===== src/design/srfp_pkg.sv =====
package srfp_pkg;

    // Input item modes
    localparam logic [1:0] MODE_START   = 2'd0;
    localparam logic [1:0] MODE_BYTE    = 2'd1;
    localparam logic [1:0] MODE_TIMEOUT = 2'd2;

    // Result kinds
    localparam logic KIND_PAYLOAD = 1'b0;
    localparam logic KIND_END     = 1'b1;

    // End-of-reply outcomes
    localparam logic [2:0] OUT_OK         = 3'd0;
    localparam logic [2:0] OUT_NO_REPLY   = 3'd1;
    localparam logic [2:0] OUT_WRONG_ID   = 3'd2;
    localparam logic [2:0] OUT_BAD_LENGTH = 3'd3;
    localparam logic [2:0] OUT_CHECKSUM   = 3'd4;

    localparam logic [7:0] HEADER_BYTE  = 8'hFF;
    localparam logic [7:0] ANY_ID       = 8'hFE;
    localparam logic [8:0] LEN_OVERHEAD = 9'd2;

    localparam int unsigned LIMIT_W     = 4;
    localparam logic [LIMIT_W-1:0] LIMIT_RESET = 4'd10;

    typedef enum logic [2:0] {
        PH_IDLE    = 3'd0,
        PH_HUNT    = 3'd1,
        PH_ID      = 3'd2,
        PH_LEN     = 3'd3,
        PH_STATUS  = 3'd4,
        PH_PAYLOAD = 3'd5,
        PH_CHECK   = 3'd6
    } t_phase;

    typedef struct packed {
        logic [1:0] mode;
        logic [7:0] expected_id;
        logic [7:0] expected_length;
        logic [7:0] rx_byte;
    } t_item;

    typedef struct packed {
        logic       result_kind;
        logic [7:0] payload_byte;
        logic [2:0] outcome;
        logic [7:0] device_status;
    } t_result;

    // End result: status is only reported on a clean reply
    function automatic t_result end_result(input logic [2:0] outcome,
                                           input logic [7:0] status);
        t_result r;
        r               = '0;
        r.result_kind   = KIND_END;
        r.outcome       = outcome;
        r.device_status = (outcome == OUT_OK) ? status : 8'd0;
        return r;
    endfunction

endpackage


===== src/design/srfp_step.sv =====
// Frame parser state and per-item next-state logic.
module srfp_step (
    input  logic                                  i_clk,
    input  logic                                  i_rst_n,
    input  logic                                  i_advance,
    input  srfp_pkg::t_item                       i_item,
    input  logic [srfp_pkg::LIMIT_W-1:0]          i_limit,
    output logic                                  o_res_valid,
    output srfp_pkg::t_result                     o_res
);

    srfp_pkg::t_phase r_phase, n_phase;
    logic [srfp_pkg::LIMIT_W-1:0] r_hunt, n_hunt;
    logic       r_prev_ff, n_prev_ff;
    logic [7:0] r_target_id, n_target_id;
    logic [7:0] r_target_len, n_target_len;
    logic [7:0] r_sum, n_sum;
    logic [7:0] r_seen, n_seen;
    logic [7:0] r_status, n_status;
    logic [7:0] b;

    assign b = i_item.rx_byte;

    always_comb begin
        n_phase      = r_phase;
        n_hunt       = r_hunt;
        n_prev_ff    = r_prev_ff;
        n_target_id  = r_target_id;
        n_target_len = r_target_len;
        n_sum        = r_sum;
        n_seen       = r_seen;
        n_status     = r_status;
        o_res_valid  = 1'b0;
        o_res        = '0;
        case (i_item.mode)
            srfp_pkg::MODE_START: begin
                n_target_id  = i_item.expected_id;
                n_target_len = i_item.expected_length;
                n_phase      = srfp_pkg::PH_HUNT;
                n_hunt       = '0;
                n_prev_ff    = 1'b0;
                n_sum        = 8'd0;
                n_seen       = 8'd0;
                n_status     = 8'd0;
            end
            srfp_pkg::MODE_BYTE: begin
                case (r_phase)
                    srfp_pkg::PH_HUNT: begin
                        if (b == srfp_pkg::HEADER_BYTE && r_prev_ff) begin
                            n_phase = srfp_pkg::PH_ID;
                        end else begin
                            n_prev_ff = (b == srfp_pkg::HEADER_BYTE);
                            if (r_hunt >= i_limit) begin
                                o_res_valid = 1'b1;
                                o_res = srfp_pkg::end_result(srfp_pkg::OUT_NO_REPLY,
                                                             r_status);
                                n_phase = srfp_pkg::PH_IDLE;
                            end else begin
                                n_hunt = r_hunt + 1'b1;
                            end
                        end
                    end
                    srfp_pkg::PH_ID: begin
                        n_sum = b;
                        if (b != r_target_id && r_target_id != srfp_pkg::ANY_ID) begin
                            o_res_valid = 1'b1;
                            o_res = srfp_pkg::end_result(srfp_pkg::OUT_WRONG_ID,
                                                         r_status);
                            n_phase = srfp_pkg::PH_IDLE;
                        end else begin
                            n_phase = srfp_pkg::PH_LEN;
                        end
                    end
                    srfp_pkg::PH_LEN: begin
                        n_sum = r_sum + b;
                        // 9-bit compare: lengths 254/255 can never match
                        if ({1'b0, b} != ({1'b0, r_target_len} + srfp_pkg::LEN_OVERHEAD))
                        begin
                            o_res_valid = 1'b1;
                            o_res = srfp_pkg::end_result(srfp_pkg::OUT_BAD_LENGTH,
                                                         r_status);
                            n_phase = srfp_pkg::PH_IDLE;
                        end else begin
                            n_phase = srfp_pkg::PH_STATUS;
                        end
                    end
                    srfp_pkg::PH_STATUS: begin
                        n_sum    = r_sum + b;
                        n_status = b;
                        n_seen   = 8'd0;
                        n_phase  = (r_target_len == 8'd0) ? srfp_pkg::PH_CHECK
                                                          : srfp_pkg::PH_PAYLOAD;
                    end
                    srfp_pkg::PH_PAYLOAD: begin
                        n_sum  = r_sum + b;
                        n_seen = r_seen + 8'd1;
                        if (n_seen == r_target_len) begin
                            n_phase = srfp_pkg::PH_CHECK;
                        end
                        o_res_valid        = 1'b1;
                        o_res.result_kind  = srfp_pkg::KIND_PAYLOAD;
                        o_res.payload_byte = b;
                    end
                    srfp_pkg::PH_CHECK: begin
                        o_res_valid = 1'b1;
                        o_res = srfp_pkg::end_result((~r_sum == b) ? srfp_pkg::OUT_OK
                                                                   : srfp_pkg::OUT_CHECKSUM,
                                                     r_status);
                        n_phase = srfp_pkg::PH_IDLE;
                    end
                    default: begin
                    end
                endcase
            end
            srfp_pkg::MODE_TIMEOUT: begin
                if (r_phase != srfp_pkg::PH_IDLE) begin
                    o_res_valid = 1'b1;
                    o_res = srfp_pkg::end_result(srfp_pkg::OUT_NO_REPLY, r_status);
                    n_phase = srfp_pkg::PH_IDLE;
                end
            end
            default: begin
            end
        endcase
    end

    always_ff @(posedge i_clk) begin
        if (!i_rst_n) begin
            r_phase      <= srfp_pkg::PH_IDLE;
            r_hunt       <= '0;
            r_prev_ff    <= 1'b0;
            r_target_id  <= 8'd0;
            r_target_len <= 8'd0;
            r_sum        <= 8'd0;
            r_seen       <= 8'd0;
            r_status     <= 8'd0;
        end else if (i_advance) begin
            r_phase      <= n_phase;
            r_hunt       <= n_hunt;
            r_prev_ff    <= n_prev_ff;
            r_target_id  <= n_target_id;
            r_target_len <= n_target_len;
            r_sum        <= n_sum;
            r_seen       <= n_seen;
            r_status     <= n_status;
        end
    end

    // An end result always drops the parser back to idle
    a_end_to_idle: assert property (@(posedge i_clk) disable iff (!i_rst_n)
        (i_advance && o_res_valid && o_res.result_kind == srfp_pkg::KIND_END)
        |=> (r_phase == srfp_pkg::PH_IDLE))
        else $error("end result did not return parser to idle");

    // Payload results only come out of the payload phase
    a_payload_phase: assert property (@(posedge i_clk) disable iff (!i_rst_n)
        (o_res_valid && o_res.result_kind == srfp_pkg::KIND_PAYLOAD)
        |-> (r_phase == srfp_pkg::PH_PAYLOAD))
        else $error("payload result outside payload phase");

    // Payload count never runs past the requested length
    a_seen_bound: assert property (@(posedge i_clk) disable iff (!i_rst_n)
        (r_phase == srfp_pkg::PH_PAYLOAD) |-> (r_seen < r_target_len))
        else $error("payload count overran length");

endmodule


===== src/design/srfp_out_reg.sv =====
// Result register: holds one result until the receiver takes it.
module srfp_out_reg (
    input  logic              i_clk,
    input  logic              i_rst_n,
    input  logic              i_load,
    input  srfp_pkg::t_result i_data,
    input  logic              i_stall,
    output logic              o_ready,
    output logic              o_valid,
    output srfp_pkg::t_result o_data
);

    logic              r_valid, n_valid;
    srfp_pkg::t_result r_data;

    assign o_ready = !r_valid || !i_stall;
    assign n_valid = i_load ? 1'b1 : (r_valid && i_stall);
    assign o_valid = r_valid;
    assign o_data  = r_data;

    always_ff @(posedge i_clk) begin
        if (!i_rst_n) begin
            r_valid <= 1'b0;
        end else begin
            r_valid <= n_valid;
        end
    end

    always_ff @(posedge i_clk) begin
        if (i_load) begin
            r_data <= i_data;
        end
    end

endmodule


===== src/design/servo_reply_frame_parser_core.sv =====
// Servo reply frame parser.
//
// Input channel (i_valid / o_stall, payload i_item): one item per byte event:
// a start item arms the parser with expected ID and payload length, a byte
// item carries one received bus byte, a timeout item ends a pending reply.
// Output channel (o_valid / i_stall, payload o_result): payload bytes are
// streamed as they arrive; one end result per reply gives the outcome and,
// on success, the device status byte. Most items produce no result.
// Configuration: i_cfg_we / i_cfg_data write the header search limit; write
// only while the block is idle.
// Path: an accepted item is held in the input register, parsed, and its
// result is loaded into the result register, which drives o_valid.
// One item per cycle is sustained while the receiver does not stall; the
// feedback loops are the 8-bit running checksum, phase and counter updates.
// Stall: while the receiver stalls a held result, the input register still
// takes one more item; after that o_stall rises until the result drains.
// Reset (synchronous, active low): parser idle, no results pending, search
// limit back to 10.
module servo_reply_frame_parser_core (
    input  logic                           i_clk,
    input  logic                           i_rst_n,
    input  logic                           i_valid,
    output logic                           o_stall,
    input  srfp_pkg::t_item                i_item,
    output logic                           o_valid,
    input  logic                           i_stall,
    output srfp_pkg::t_result              o_result,
    input  logic                           i_cfg_we,
    input  logic [srfp_pkg::LIMIT_W-1:0]   i_cfg_data
);

    logic [srfp_pkg::LIMIT_W-1:0] r_limit;

    // Input register
    logic            r_in_valid, n_in_valid;
    srfp_pkg::t_item r_in_item;
    logic            in_take;

    // Parse stage
    logic              advance;
    logic              out_ready;
    logic              res_valid;
    srfp_pkg::t_result res;

    assign advance    = r_in_valid && out_ready;
    assign o_stall    = r_in_valid && !advance;
    assign in_take    = i_valid && !o_stall;
    assign n_in_valid = in_take || (r_in_valid && !advance);

    always_ff @(posedge i_clk) begin
        if (!i_rst_n) begin
            r_in_valid <= 1'b0;
            r_limit    <= srfp_pkg::LIMIT_RESET;
        end else begin
            r_in_valid <= n_in_valid;
            if (i_cfg_we) begin
                r_limit <= i_cfg_data;
            end
        end
    end

    always_ff @(posedge i_clk) begin
        if (in_take) begin
            r_in_item <= i_item;
        end
    end

    srfp_step u_step (
        .i_clk       (i_clk),
        .i_rst_n     (i_rst_n),
        .i_advance   (advance),
        .i_item      (r_in_item),
        .i_limit     (r_limit),
        .o_res_valid (res_valid),
        .o_res       (res)
    );

    srfp_out_reg u_out (
        .i_clk   (i_clk),
        .i_rst_n (i_rst_n),
        .i_load  (advance && res_valid),
        .i_data  (res),
        .i_stall (i_stall),
        .o_ready (out_ready),
        .o_valid (o_valid),
        .o_data  (o_result)
    );

    // Back-pressure only when the input register is occupied
    a_stall_needs_item: assert property (@(posedge i_clk) disable iff (!i_rst_n)
        o_stall |-> r_in_valid)
        else $error("stall raised with empty input register");

    // A held item is not dropped while the result register is blocked
    a_item_kept: assert property (@(posedge i_clk) disable iff (!i_rst_n)
        (r_in_valid && o_valid && i_stall) |=> r_in_valid)
        else $error("input item lost under output stall");

    // A result loaded from the parse stage shows up on the output next cycle
    a_result_out: assert property (@(posedge i_clk) disable iff (!i_rst_n)
        (advance && res_valid) |=> o_valid)
        else $error("parsed result not presented");

endmodule

===== config.mk =====
export PLATFORM = sky130hd
export DESIGN_NAME = servo_reply_frame_parser_core
export DESIGN_NICKNAME = d
export VERILOG_FILES = /design/src/design/srfp_pkg.sv /design/src/design/srfp_step.sv /design/src/design/srfp_out_reg.sv /design/src/design/servo_reply_frame_parser_core.sv
export SDC_FILE = /design/constraint.sdc
export NUM_CORES = 1
export LEC_CHECK = 0
export BUFFER_PORTS_ARGS = -buffer_cell sky130_fd_sc_hd__buf_2
export CORE_MARGIN = 2
export CORE_UTILIZATION = 53
export DETAILED_ROUTE_END_ITERATION = 10
export PLACE_DENSITY_LB_ADDON = 0.12
export SYNTH_ARGS = -nofsm -noshare
export SYNTH_HDL_FRONTEND = slang
export SYNTH_SLANG_ARGS = --single-unit

===== constraint.sdc =====
create_clock -name i_clk -period 2.95 [get_ports i_clk]
set_input_delay 0.59 -clock i_clk [delete_from_list [all_inputs] [get_ports i_clk]]
set_output_delay 0.59 -clock i_clk [all_outputs]
set_load 0.1 [all_outputs]

; ---- Yosys cells after proc, flatten, opt, wreduce, memory -nomap -nowiden
; Index checks and enable logic that the tools add are counted.
[op_classes]
muxes = 40
n_reduce_logical = 28
n_eq_ne = 24
n_bitwise = 1
add_sub_neg = 4
magnitude_cmp = 1
[ops]
columns = cell, n
row1 = two-way mux 20 bit, 5
row2 = case mux 8 bit (2 select lines), 5
row3 = case mux 9 bit (5 select lines), 1
row4 = case mux 11 bit (4 select lines), 1
row5 = case mux 20 bit (2 select lines), 1
row6 = two-way mux 3 bit, 6
row7 = case mux 3 bit (6 select lines), 1
row8 = equality test 8 bit, 2
row9 = two-way mux 8 bit, 2
row10 = two-way mux 4 bit, 3
row11 = "adder 8 x 2 -> 9 bit, second input constant", 1
row12 = "equality test 3 bit, second input constant", 3
row13 = "!= test 3 x 2 -> 1 bit, second input constant", 3
row14 = != test 8 x 9 -> 1 bit, 1
row15 = case mux 3 bit (3 select lines), 1
row16 = AND reduction 3 bit, 3
row17 = "adder 8 x 1 -> 8 bit, second input constant", 1
row18 = adder 8 bit, 1
row19 = "equality test 8 bit, second input constant", 1
row20 = zero test 8 bit, 1
row21 = two-way mux 1 bit, 8
row22 = != test 8 bit, 1
row23 = "!= test 8 bit, second input constant", 1
row24 = inverter 8 bit, 1
row25 = 27 further kinds, 44
[word_totals]
output_inout_bits = 22
register_bits = 100

; ---- Logic depth before layout (Yosys ltp)
; Gate-level depths: netlist of the first run.
[depth]
word_depth = 8
ltp_mapped = 9
mapped_depth_nobuf = 8

; ---- By module
; A second synthesis of the first run with hierarchy kept.
[hier_totals]
hier_cells = 531
hier_area_um2 = 5173.7
[modules_own_cells]
columns = mod, seq_area_each_um2, n_inst, cells_each, area_each_um2
row1 = srfp_step, 960.9, 1, 462, 3550.9
row2 = servo_reply_frame_parser_core, 880.8, 1, 45, 987.2
row3 = srfp_out_reg, 620.6, 1, 24, 635.6

; ---- Worst setup path after synthesis of the first run
; No wires, ideal clock.
[synth_path]
path_type = register to register
start = register u_out.r_valid (netlist: u_out.o_valid)
end = register r_in_item[0] in the netlist's numbering, enable pin
path_buffers = 0
slack_ns = -0.146
arrival_ns = 2.685
setup_time_ns = 0.412
stages_incl_launch_ff = 3
synth_period_minus_slack_ns = 3.096
path_cell_list = dfxtp_1 > and3_1 > nor2b_1
[synth_between]
elab_chain_len = 7
[synth_rtl]
columns = item, line
row1 = start: declaration, srfp_out_reg.sv:13  ; logic r_valid, n_valid;
row2 = start signal: assignment, srfp_out_reg.sv:25  ; r_valid <= n_valid;
row3 = zero test 1 bit, srfp_out_reg.sv:16  ; assign o_ready = !r_valid || !i_stall;
row4 = logical OR 1 bit, srfp_out_reg.sv:16
row5 = logical AND 1 bit, servo_reply_frame_parser_core.sv:45  ; assign advance = r_in_valid && out_ready;
row6 = zero test 1 bit, servo_reply_frame_parser_core.sv:46  ; assign o_stall = r_in_valid && !advance;
row7 = logical AND 1 bit, servo_reply_frame_parser_core.sv:46
row8 = net o_stall, servo_reply_frame_parser_core.sv:23  ; output logic o_stall,
row9 = zero test 1 bit, servo_reply_frame_parser_core.sv:47  ; assign in_take = i_valid && !o_stall;
row10 = logical AND 1 bit, servo_reply_frame_parser_core.sv:47
row11 = net in_take, servo_reply_frame_parser_core.sv:37  ; logic in_take;
row12 = end signal: assignment, servo_reply_frame_parser_core.sv:64  ; r_in_item <= i_item;
row13 = end: declaration, servo_reply_frame_parser_core.sv:36  ; srfp_pkg::t_item r_in_item;
; The timed path passes the listed nets, and every way through them passes these cells.
; A chain may end at the register's enable or synchronous reset.

; ---- Worst setup path after layout of the first run
[layout_path]
start = register u_step.r_target_len[1]
end = register u_out.r_data, in the netlist u_out.o_data[11], enable pin
[layout_between]
elab_chain_len = 6
[layout_rtl]
columns = item, line
row1 = start: declaration, srfp_step.sv:16  ; logic [7:0] r_target_len, n_target_len;
row2 = start signal: assignment, srfp_step.sv:142  ; r_target_len <= n_target_len;
row3 = adder 8 x 2 -> 9 bit, srfp_step.sv:77  ; if ({1'b0, b} != ({1'b0, r_target_len} + srfp_pkg::LEN_OVERHEAD))
row4 = != test 8 x 9 -> 1 bit, srfp_step.sv:77
row5 = two-way mux 1 bit, srfp_step.sv:77
row6 = case mux 1 bit (4 select lines), srfp_step.sv:47  ; case (r_phase)
row7 = case mux 1 bit (2 select lines), srfp_step.sv:35  ; case (i_item.mode)
row8 = logical AND 1 bit, servo_reply_frame_parser_core.sv:81  ; .i_load (advance && res_valid),
row9 = net u_out.i_load, srfp_out_reg.sv:5  ; input logic i_load,
row10 = end signal: assignment, srfp_out_reg.sv:31  ; r_data <= i_data;
row11 = end: declaration, srfp_out_reg.sv:14  ; srfp_pkg::t_result r_data;
; The timed path passes the listed nets, and every way through them passes these cells.

==> summary.txt, run 1 <==
Power and ir drop
  • Sw power: 0.000634 W
  • Sw Share: 0.244
  • Int Pwr: 0.00196 W
  • Seq pwr share: 0.591
  • Power share of the combinational group: 0.079
  • PwrDens: 446 nW/µm²
  • Clk pwr share: 0.329
  • LEAKAGE: 2.17 nW
  • Worst vdd ir: 0.344 mV

Timing
  • Measured slew at the worst slew-check pin: 782 ps
  • RSZ-0062 raised after global routing: no
  • Final Hold Viols: 0
  • Max frequency: 0.379 GHz
  • Period utilization: 0.893
  • Layout Skew: 13.7 ps
  • Rel. slew slack: 0.478
  • Setup-failing EPs final: 0
  • Min Tclk post-route: 2640 ps
  • Setup TNS: 0 ps
  • Worst hold slack: 367 ps
  • Slew Limit Fails: 0

Placed design
  • DP HPWL: 7830 µm
  • Placed cell count: 706
  • Routability cong.: 0.912
  • Buffers on Ports: 56
  • Placed cell areas: 5640 µm²

Finish
  • Layout cell share with drive strength beyond 1: 0.161
  • Nets: 638
  • Most frequent cells in the layout: 74 x nand2_1, 56 x buf_2, 54 x dfxtp_1
  • Antenna Cells: 0
  • Post-route non-filler standard cell count: 722
  • Final non-filler cell area: 5820 µm²
  • Commonest non-fill, non-tap cell in the layout: nand2_1
  • Filler instances: 854
  • Sequential cell area: 2460 µm²
  • Multi-input gate area: 2610 µm²
  • Layout area overhead: 10.9%

Die
  • Die area: 10700 µm²
  • Effective utilization at floorplan: 0.542
  • # rows: 36
  • Chip height: 104 µm
  • Core ar.: 9680 µm²
  • Die width: 104 µm
  • Num ports: 57

Synthesis
  • Post-Syn Nets: 592
  • Top cells by area, synth: edfxtp_1 26%, dfxtp_1 21%, nand2_1 5.3%
  • Synth Area per Inst: 9.76 µm²
  • Ys async rst share: 0
  • Synth Flop Type: dfxtp_1
  • Synthesized cell area: 5250 µm²
  • Synthesized instance count: 538
  • Seq/Total Area, Yosys: 0.469
  • Yosys top cell area share: 0.263
  • FF+latch count, synth: 100
  • Library cells used by synthesis: 60
  • Post-synth EDFFs: 46
  • YS warnings: 0
  • Post-synth top area cell: edfxtp_1

Critical path
  • Worst EP arrival: 2710 ps
  • Worst EP required: 3030 ps
  • Worst Setup End Kind: flip-flop
  • Crit-path most repeated cell: a21oi_2
  • Slowest CP cell: dfxtp_1
  • CP Max Fanout: 20
  • Worst path cell trace: ha_1 -> nand4_1 -> xor2_1 -> mux2_4 -> o31ai_2 -> a21oi_2 -> a21oi_2 -> buf_4
  • Worst setup path class: reg2reg
  • Crit start category: flip-flop
  • Slowest cell delay on critical path: 480 ps

Global route
  • Largest net degree at the start of global routing: 33
  • Total GRT Usage: 0.219
  • Number of global-route vias before repair: 3929
  • GRT Residual Overflow: 0
  • First-pass GRT wire length: 18800 µm
  • Initial antenna violation count: 0

CTS
  • Clock Latency Late Sink: 390 ps
  • Hold buffers post-CTS: 0
  • # Post-CTS Setup Buffers: 0
  • CTS buffer count: 9
  • H-tree depth: 3
  • Max Root-Sink Buffers: 2
  • Clk sinks: 100
  • Clock root buffer: clkbuf_8
  • TritonCTS clock tree: yes
  • Reg clk slew, reported paths: 100 ps
  • Post-CTS sizing: 0

Route
  • Pre-Repair DR Iteration Count: 5
  • Vias/cell: 5.57
  • Routed len/inst: 15.2 µm
  • Routed WL: 11000 µm
  • Vias: 4021
  • Detail Route Antenna Nets: 0
  • Residual DRC count: 0
  • First-iteration detailed-routing DRC count: 230

Worst hold path
  • Worst min path class: in2reg

Run
  • Maxcap violations: 0

Outcome
  • Status: completed
state kept, by name, summed over array words and instances (netlist names):
signal and cells:
u_out.o_data 20, u_step.r_seen 8, r_in_valid 1, u_step.r_phase 3, u_step.r_target_id 8, r_in_item 26
u_step.r_sum 8, u_step.r_target_len 8, u_step.r_status 8, u_out.o_valid 1, r_limit 4, u_step.r_hunt 4
u_step.r_prev_ff 1
metal layers:
layer | GRT usage | up-vias | share of wire
met5 | 0 | - | 0
met3 | 0.0516 | 21 | 0.052
met2 | 0.370 | 113 | 0.49
met1 | 0.266 | 1866 | 0.44
li1 | - | 2021 | -
met4 | 0.0975 | 0 | 0.023
cell families after synthesis:
group | after synthesis | share of synthesized area
simple gates | 214 | 0.217
compound gates | 120 | 0.158
flops | 100 | 0.469
buf+inv | 42 | 0.0343
xor+xnor | 37 | 0.0617
fa+ha+maj | 19 | 0.0467
mux | 6 | 0.0126
cell type report:
cell class | count | area share
clock buffer | 11 | 0.0226
clock inverter | 5 | 0.00903
inverter | 11 | 0.00709
multi-input combinational | 396 | 0.449
sequential | 100 | 0.423
tap | 133 | 0.0286
timing repair buffer | 66 | 0.0610
critical path: cells and delay by family, from the launching register on:
kind / cells / cell delay [ps]
compound gates: 3 / 620
xor+xnor: 1 / 230
fa+ha+maj: 1 / 260
buf+inv: 1 / 260
flops: 1 / 480
mux: 1 / 330
simple gates: 1 / 120
per-stage QoR:
step / total power (W) / util / worst slack (ps)
finish: 0.00260 / 0.601 / 314
detailed placement: 0.00177 / 0.582 / 363
global route: 0.00271 / 0.601 / 122
CTS: 0.00262 / 0.601 / 337
floorplan: 0.00170 / - / 258
global placement: 0.00177 / 0.582 / 497
power groups by stage:
stage | sequential [W] | combinational, W | clock, W
finish | 0.00154 | 0.000206 | 0.000855
global route | 0.00154 | 0.000232 | 0.000936
CTS | 0.00154 | 0.000207 | 0.000881
detailed placement | 0.00157 | 0.000206 | 0
global placement | 0.00157 | 0.000200 | 0
floorplan | 0.00154 | 0.000157 | 0
cell usage after synthesis, types with 15 or more instances:
master / number
a21boi_0: 32
a21oi_1: 19
and2_1: 20
clkbuf_1: 18
dfxtp_1: 54
edfxtp_1: 46
ha_1: 18
nand2_1: 74
nand3_1: 29
nor2_1: 16
nor2b_1: 15
o21ai_0: 19
xnor2_1: 18
xor2_1: 19
final timing paths:
kind	start	endpoint	slack, ps	cells after the start
worst max-delay path	u_step.r_target_len[1]	u_out.o_data[11]	310	8
worst min-delay path	i_item[10]	r_in_item[10]	370	1
worst max register to register	u_step.r_target_len[1]	u_out.o_data[11]	310	8
worst min register to register	u_step.r_status[6]	u_step.r_status[6]	460	2
No activity file was read; power rests on OpenSTA's default activity.
==> run 2, diff against run 1 <==
--- a/config.mk
+++ b/config.mk
@@ -6,10 +6,12 @@
 export NUM_CORES = 1
 export LEC_CHECK = 0
 export BUFFER_PORTS_ARGS = -buffer_cell sky130_fd_sc_hd__buf_2
+export CORE_ASPECT_RATIO = 0.6
 export CORE_MARGIN = 2
 export CORE_UTILIZATION = 53
 export DETAILED_ROUTE_END_ITERATION = 10
 export PLACE_DENSITY_LB_ADDON = 0.12
 export SYNTH_ARGS = -nofsm -noshare
 export SYNTH_HDL_FRONTEND = slang
+export SYNTH_HIERARCHICAL = 1
 export SYNTH_SLANG_ARGS = --single-unit
==> run 2 against run 1 <==
  * Via count up 0.62%
  * Maximum frequency down 3.7%
  * Wire length up 4.9%
  * Clock power up 35%
  * Combinational power up 12%
  * Largest power group unchanged
==> summary.txt, run 2 <==
Timing
  • Period utilization: 0.928
  • Layout Skew: 11.4 ps
  • Measured slew at the worst slew-check pin: 702 ps
  • Max frequency: 0.365 GHz
  • Slew Limit Fails: 0
  • RSZ-0062 raised after global routing: no
  • Setup-failing EPs final: 0
  • Setup TNS: 0 ps
  • Final Hold Viols: 0
  • Min Tclk post-route: 2740 ps
  • Final worst setup slack: 213 ps
  • Rel. slew slack: 0.530

Outcome
  • Status: completed

Synthesis
  • YS warnings: 6
  • Post-Syn Nets: 585
  • Complex-gate fraction of the synthesized area: 0.148
  • Mux cell area share after synthesis: 0.0193
  • Yosys top cell area share: 0.267
  • Ys async rst share: 0
  • Synth Flop Type: dfxtp_1
  • Post-synthesis simple-gate area fraction: 0.219
  • Post-synth EDFFs: 46
  • FF+latch count, synth: 100
  • Most common cell in the synthesized netlist: nand2_1
  • Post-synthesis xor/xnor area fraction: 0.0559
  • Top cells by area, synth: edfxtp_1 27%, dfxtp_1 21%, nand2_1 5.0%
  • Seq/Total Area, Yosys: 0.476
  • Synthesized instance count: 531
  • Main combinational cell family by area after synthesis: simple AND/OR/NAND/NOR gates
  • Synthesized cell area: 5170 µm²
  • Adder-cell area share of the yosys netlist: 0.0474
  • Library cells used by synthesis: 63
  • Post-synth top area cell: edfxtp_1
  • Synth Area per Inst: 9.74 µm²
  • Synth top cells by count: 69 x nand2_1, 54 x dfxtp_1, 46 x edfxtp_1, 26 x and2_1, 25 x o21ai_0

Run
  • Maxcap violations: 0

Die
  • Num ports: 57
  • Die area: 10600 µm²
  • # rows: 27
  • Die width: 132 µm
  • Core ar.: 9320 µm²
  • Chip height: 80.5 µm
  • Effective utilization at floorplan: 0.555

CTS
  • Hold buffers post-CTS: 0
  • # Post-CTS Setup Buffers: 0
  • H-tree depth: 3
  • Clk sinks: 100
  • Max Root-Sink Buffers: 2
  • Clock Latency Late Sink: 350 ps
  • TritonCTS clock tree: yes
  • Clock root buffer: clkbuf_16
  • Reg clk slew, reported paths: 70 ps
  • CTS buffer count: 9

Critical path
  • Worst setup path class: reg2reg
  • CP Max Fanout: 21
  • Worst EP required: 3180 ps
  • Worst Setup End Kind: flip-flop
  • Crit start category: flip-flop
  • Worst EP arrival: 2970 ps

Finish
  • Largest reg by FF count: r_in_item
  • Layout cell share with drive strength beyond 1: 0.163
  • Post-route non-filler standard cell count: 718
  • Final core occ: 0.631
  • Commonest non-fill, non-tap cell in the layout: nand2_1
  • Largest register FFs: 26
  • Layout area overhead: 13.8%
  • Most frequent cells in the layout: 69 x nand2_1, 56 x buf_2, 52 x dfxtp_1
  • Antenna Cells: 0
  • Nets: 637
  • Final non-filler cell area: 5890 µm²

Route
  • Routed WL: 11500 µm
  • Routed len/inst: 16.1 µm
  • Pre-Repair DR Iteration Count: 5
  • First-iteration detailed-routing DRC count: 346
  • Detail Route Antenna Nets: 0
  • Residual DRC count: 0
  • Vias/cell: 5.64
  • Vias: 4046

Power and ir drop
  • Int Pwr: 0.00218 W
  • Sw power: 0.000737 W
  • Clk pwr share: 0.395
  • Worst vdd ir: 0.284 mV
  • Sw Share: 0.252
  • LEAKAGE: 2.30 nW
  • Power share of the combinational group: 0.079
  • PwrDens: 496 nW/µm²
  • Seq pwr share: 0.526

Placed design
  • Routability cong.: 0.922
  • Buffers on Ports: 56
  • Post-place setup slack: 269 ps
  • DP HPWL: 8300 µm
  • Placed cell count: 702
  • Placed cell areas: 5590 µm²

Global route
  • Initial antenna violation count: 0
  • Largest net degree at the start of global routing: 35
  • GRT Residual Overflow: 0
  • Number of global-route vias before repair: 3735
  • Total GRT Usage: 0.230
  • First-pass GRT wire length: 19100 µm

Worst hold path
  • Worst min path class: in2reg
==> run 2: changes by cell type in the layout (fill, tap and decap cells not counted), moves of 5 or more <==
cell,change
a21boi_0,-20
a21boi_1,+22
and2_1,+6
clkbuf_16,+9
clkbuf_8,-9
mux2i_1,+6
nand2_1,-5
nand3_1,-8
nor2_1,+6
o211ai_1,-7
o21a_1,-5
o21ai_0,+6
or3_1,+9
xor2_1,-5
==> run 2: worst max-delay path: stages, from the launching register on <==
cell,delay (ps)
edfxtp_1,560
xor2_1,250
nand4_1,150
a2111oi_2,380
nand4_1,230
a311oi_1,340
o31ai_1,110
and3_1,190
buf_4,210
a21oi_1,140
nor2b_1,60
==> run 2: logic make-up (layout without fill, tap and decap cells) <==
kind of cell	Yosys count	in the layout
AOI/OAI and AO/OA	111	111
xor gates and xnor gates	33	33
muxes	10	10
buffers and inverters	41	98
adders and majority gates	19	19
DFF	100	100
and+or+nand+nor	217	217
==> run 2: layout make-up <==
type / count / area (µm²)
flip-flops and latches: 100 / 2460
clock buffers: 9 / 225
clock inverters: 7 / 67.6
fillers: 794 / 3440
well taps: 130 / 163
multi-input cells: 390 / 2540
inverters: 13 / 48.8
repair buffers: 69 / 378
==> run 2: power groups by stage <==
stage / logic (W) / clock network, W / registers (W)
global route: 0.000257 / 0.00123 / 0.00154
global placement: 0.000221 / 0 / 0.00157
finish: 0.000230 / 0.00115 / 0.00154
detailed placement: 0.000227 / 0 / 0.00157
CTS: 0.000228 / 0.00117 / 0.00154
floorplan: 0.000162 / 0 / 0.00155
==> run 2: routing by layer <==
| metal | up-vias | GRT usage | part of all wire |
|---|---|---|---|
| met5 | - | 0 | 0 |
| met2 | 121 | 0.341 | 0.42 |
| met3 | 10 | 0.0556 | 0.071 |
| met1 | 1913 | 0.338 | 0.50 |
| li1 | 2002 | - | - |
| met4 | 0 | 0.0533 | 0.0082 |
==> run 2: metrics by stage <==
step / hold WS [ps] / power [W]
after detailed placement: 440 / 0.00179
after global routing: 397 / 0.00303
after CTS: 399 / 0.00294
final: 409 / 0.00292
after floorplan: 426 / 0.00171
after global placement: 439 / 0.00179
==> run 2: repair_timing <==
action                                  CTS  global route
endpoints found under the setup margin    0             1
gates resized for setup                   0             2
hold endpoints to repair                  0             0
==> run 2: final timing paths <==
| kind | start | endpoint | slack (ps) | cells after the start |
|---|---|---|---|---|
| setup reg to reg | r_in_item[6] | u_out/o_valid | 210 | 10 |
| setup / recovery | r_in_item[6] | u_out/o_valid | 210 | 10 |
| hold / removal | i_item[16] | r_in_item[16] | 410 | 1 |
| hold reg to reg | u_step/r_status[5] | u_step/r_status[5] | 450 | 2 |
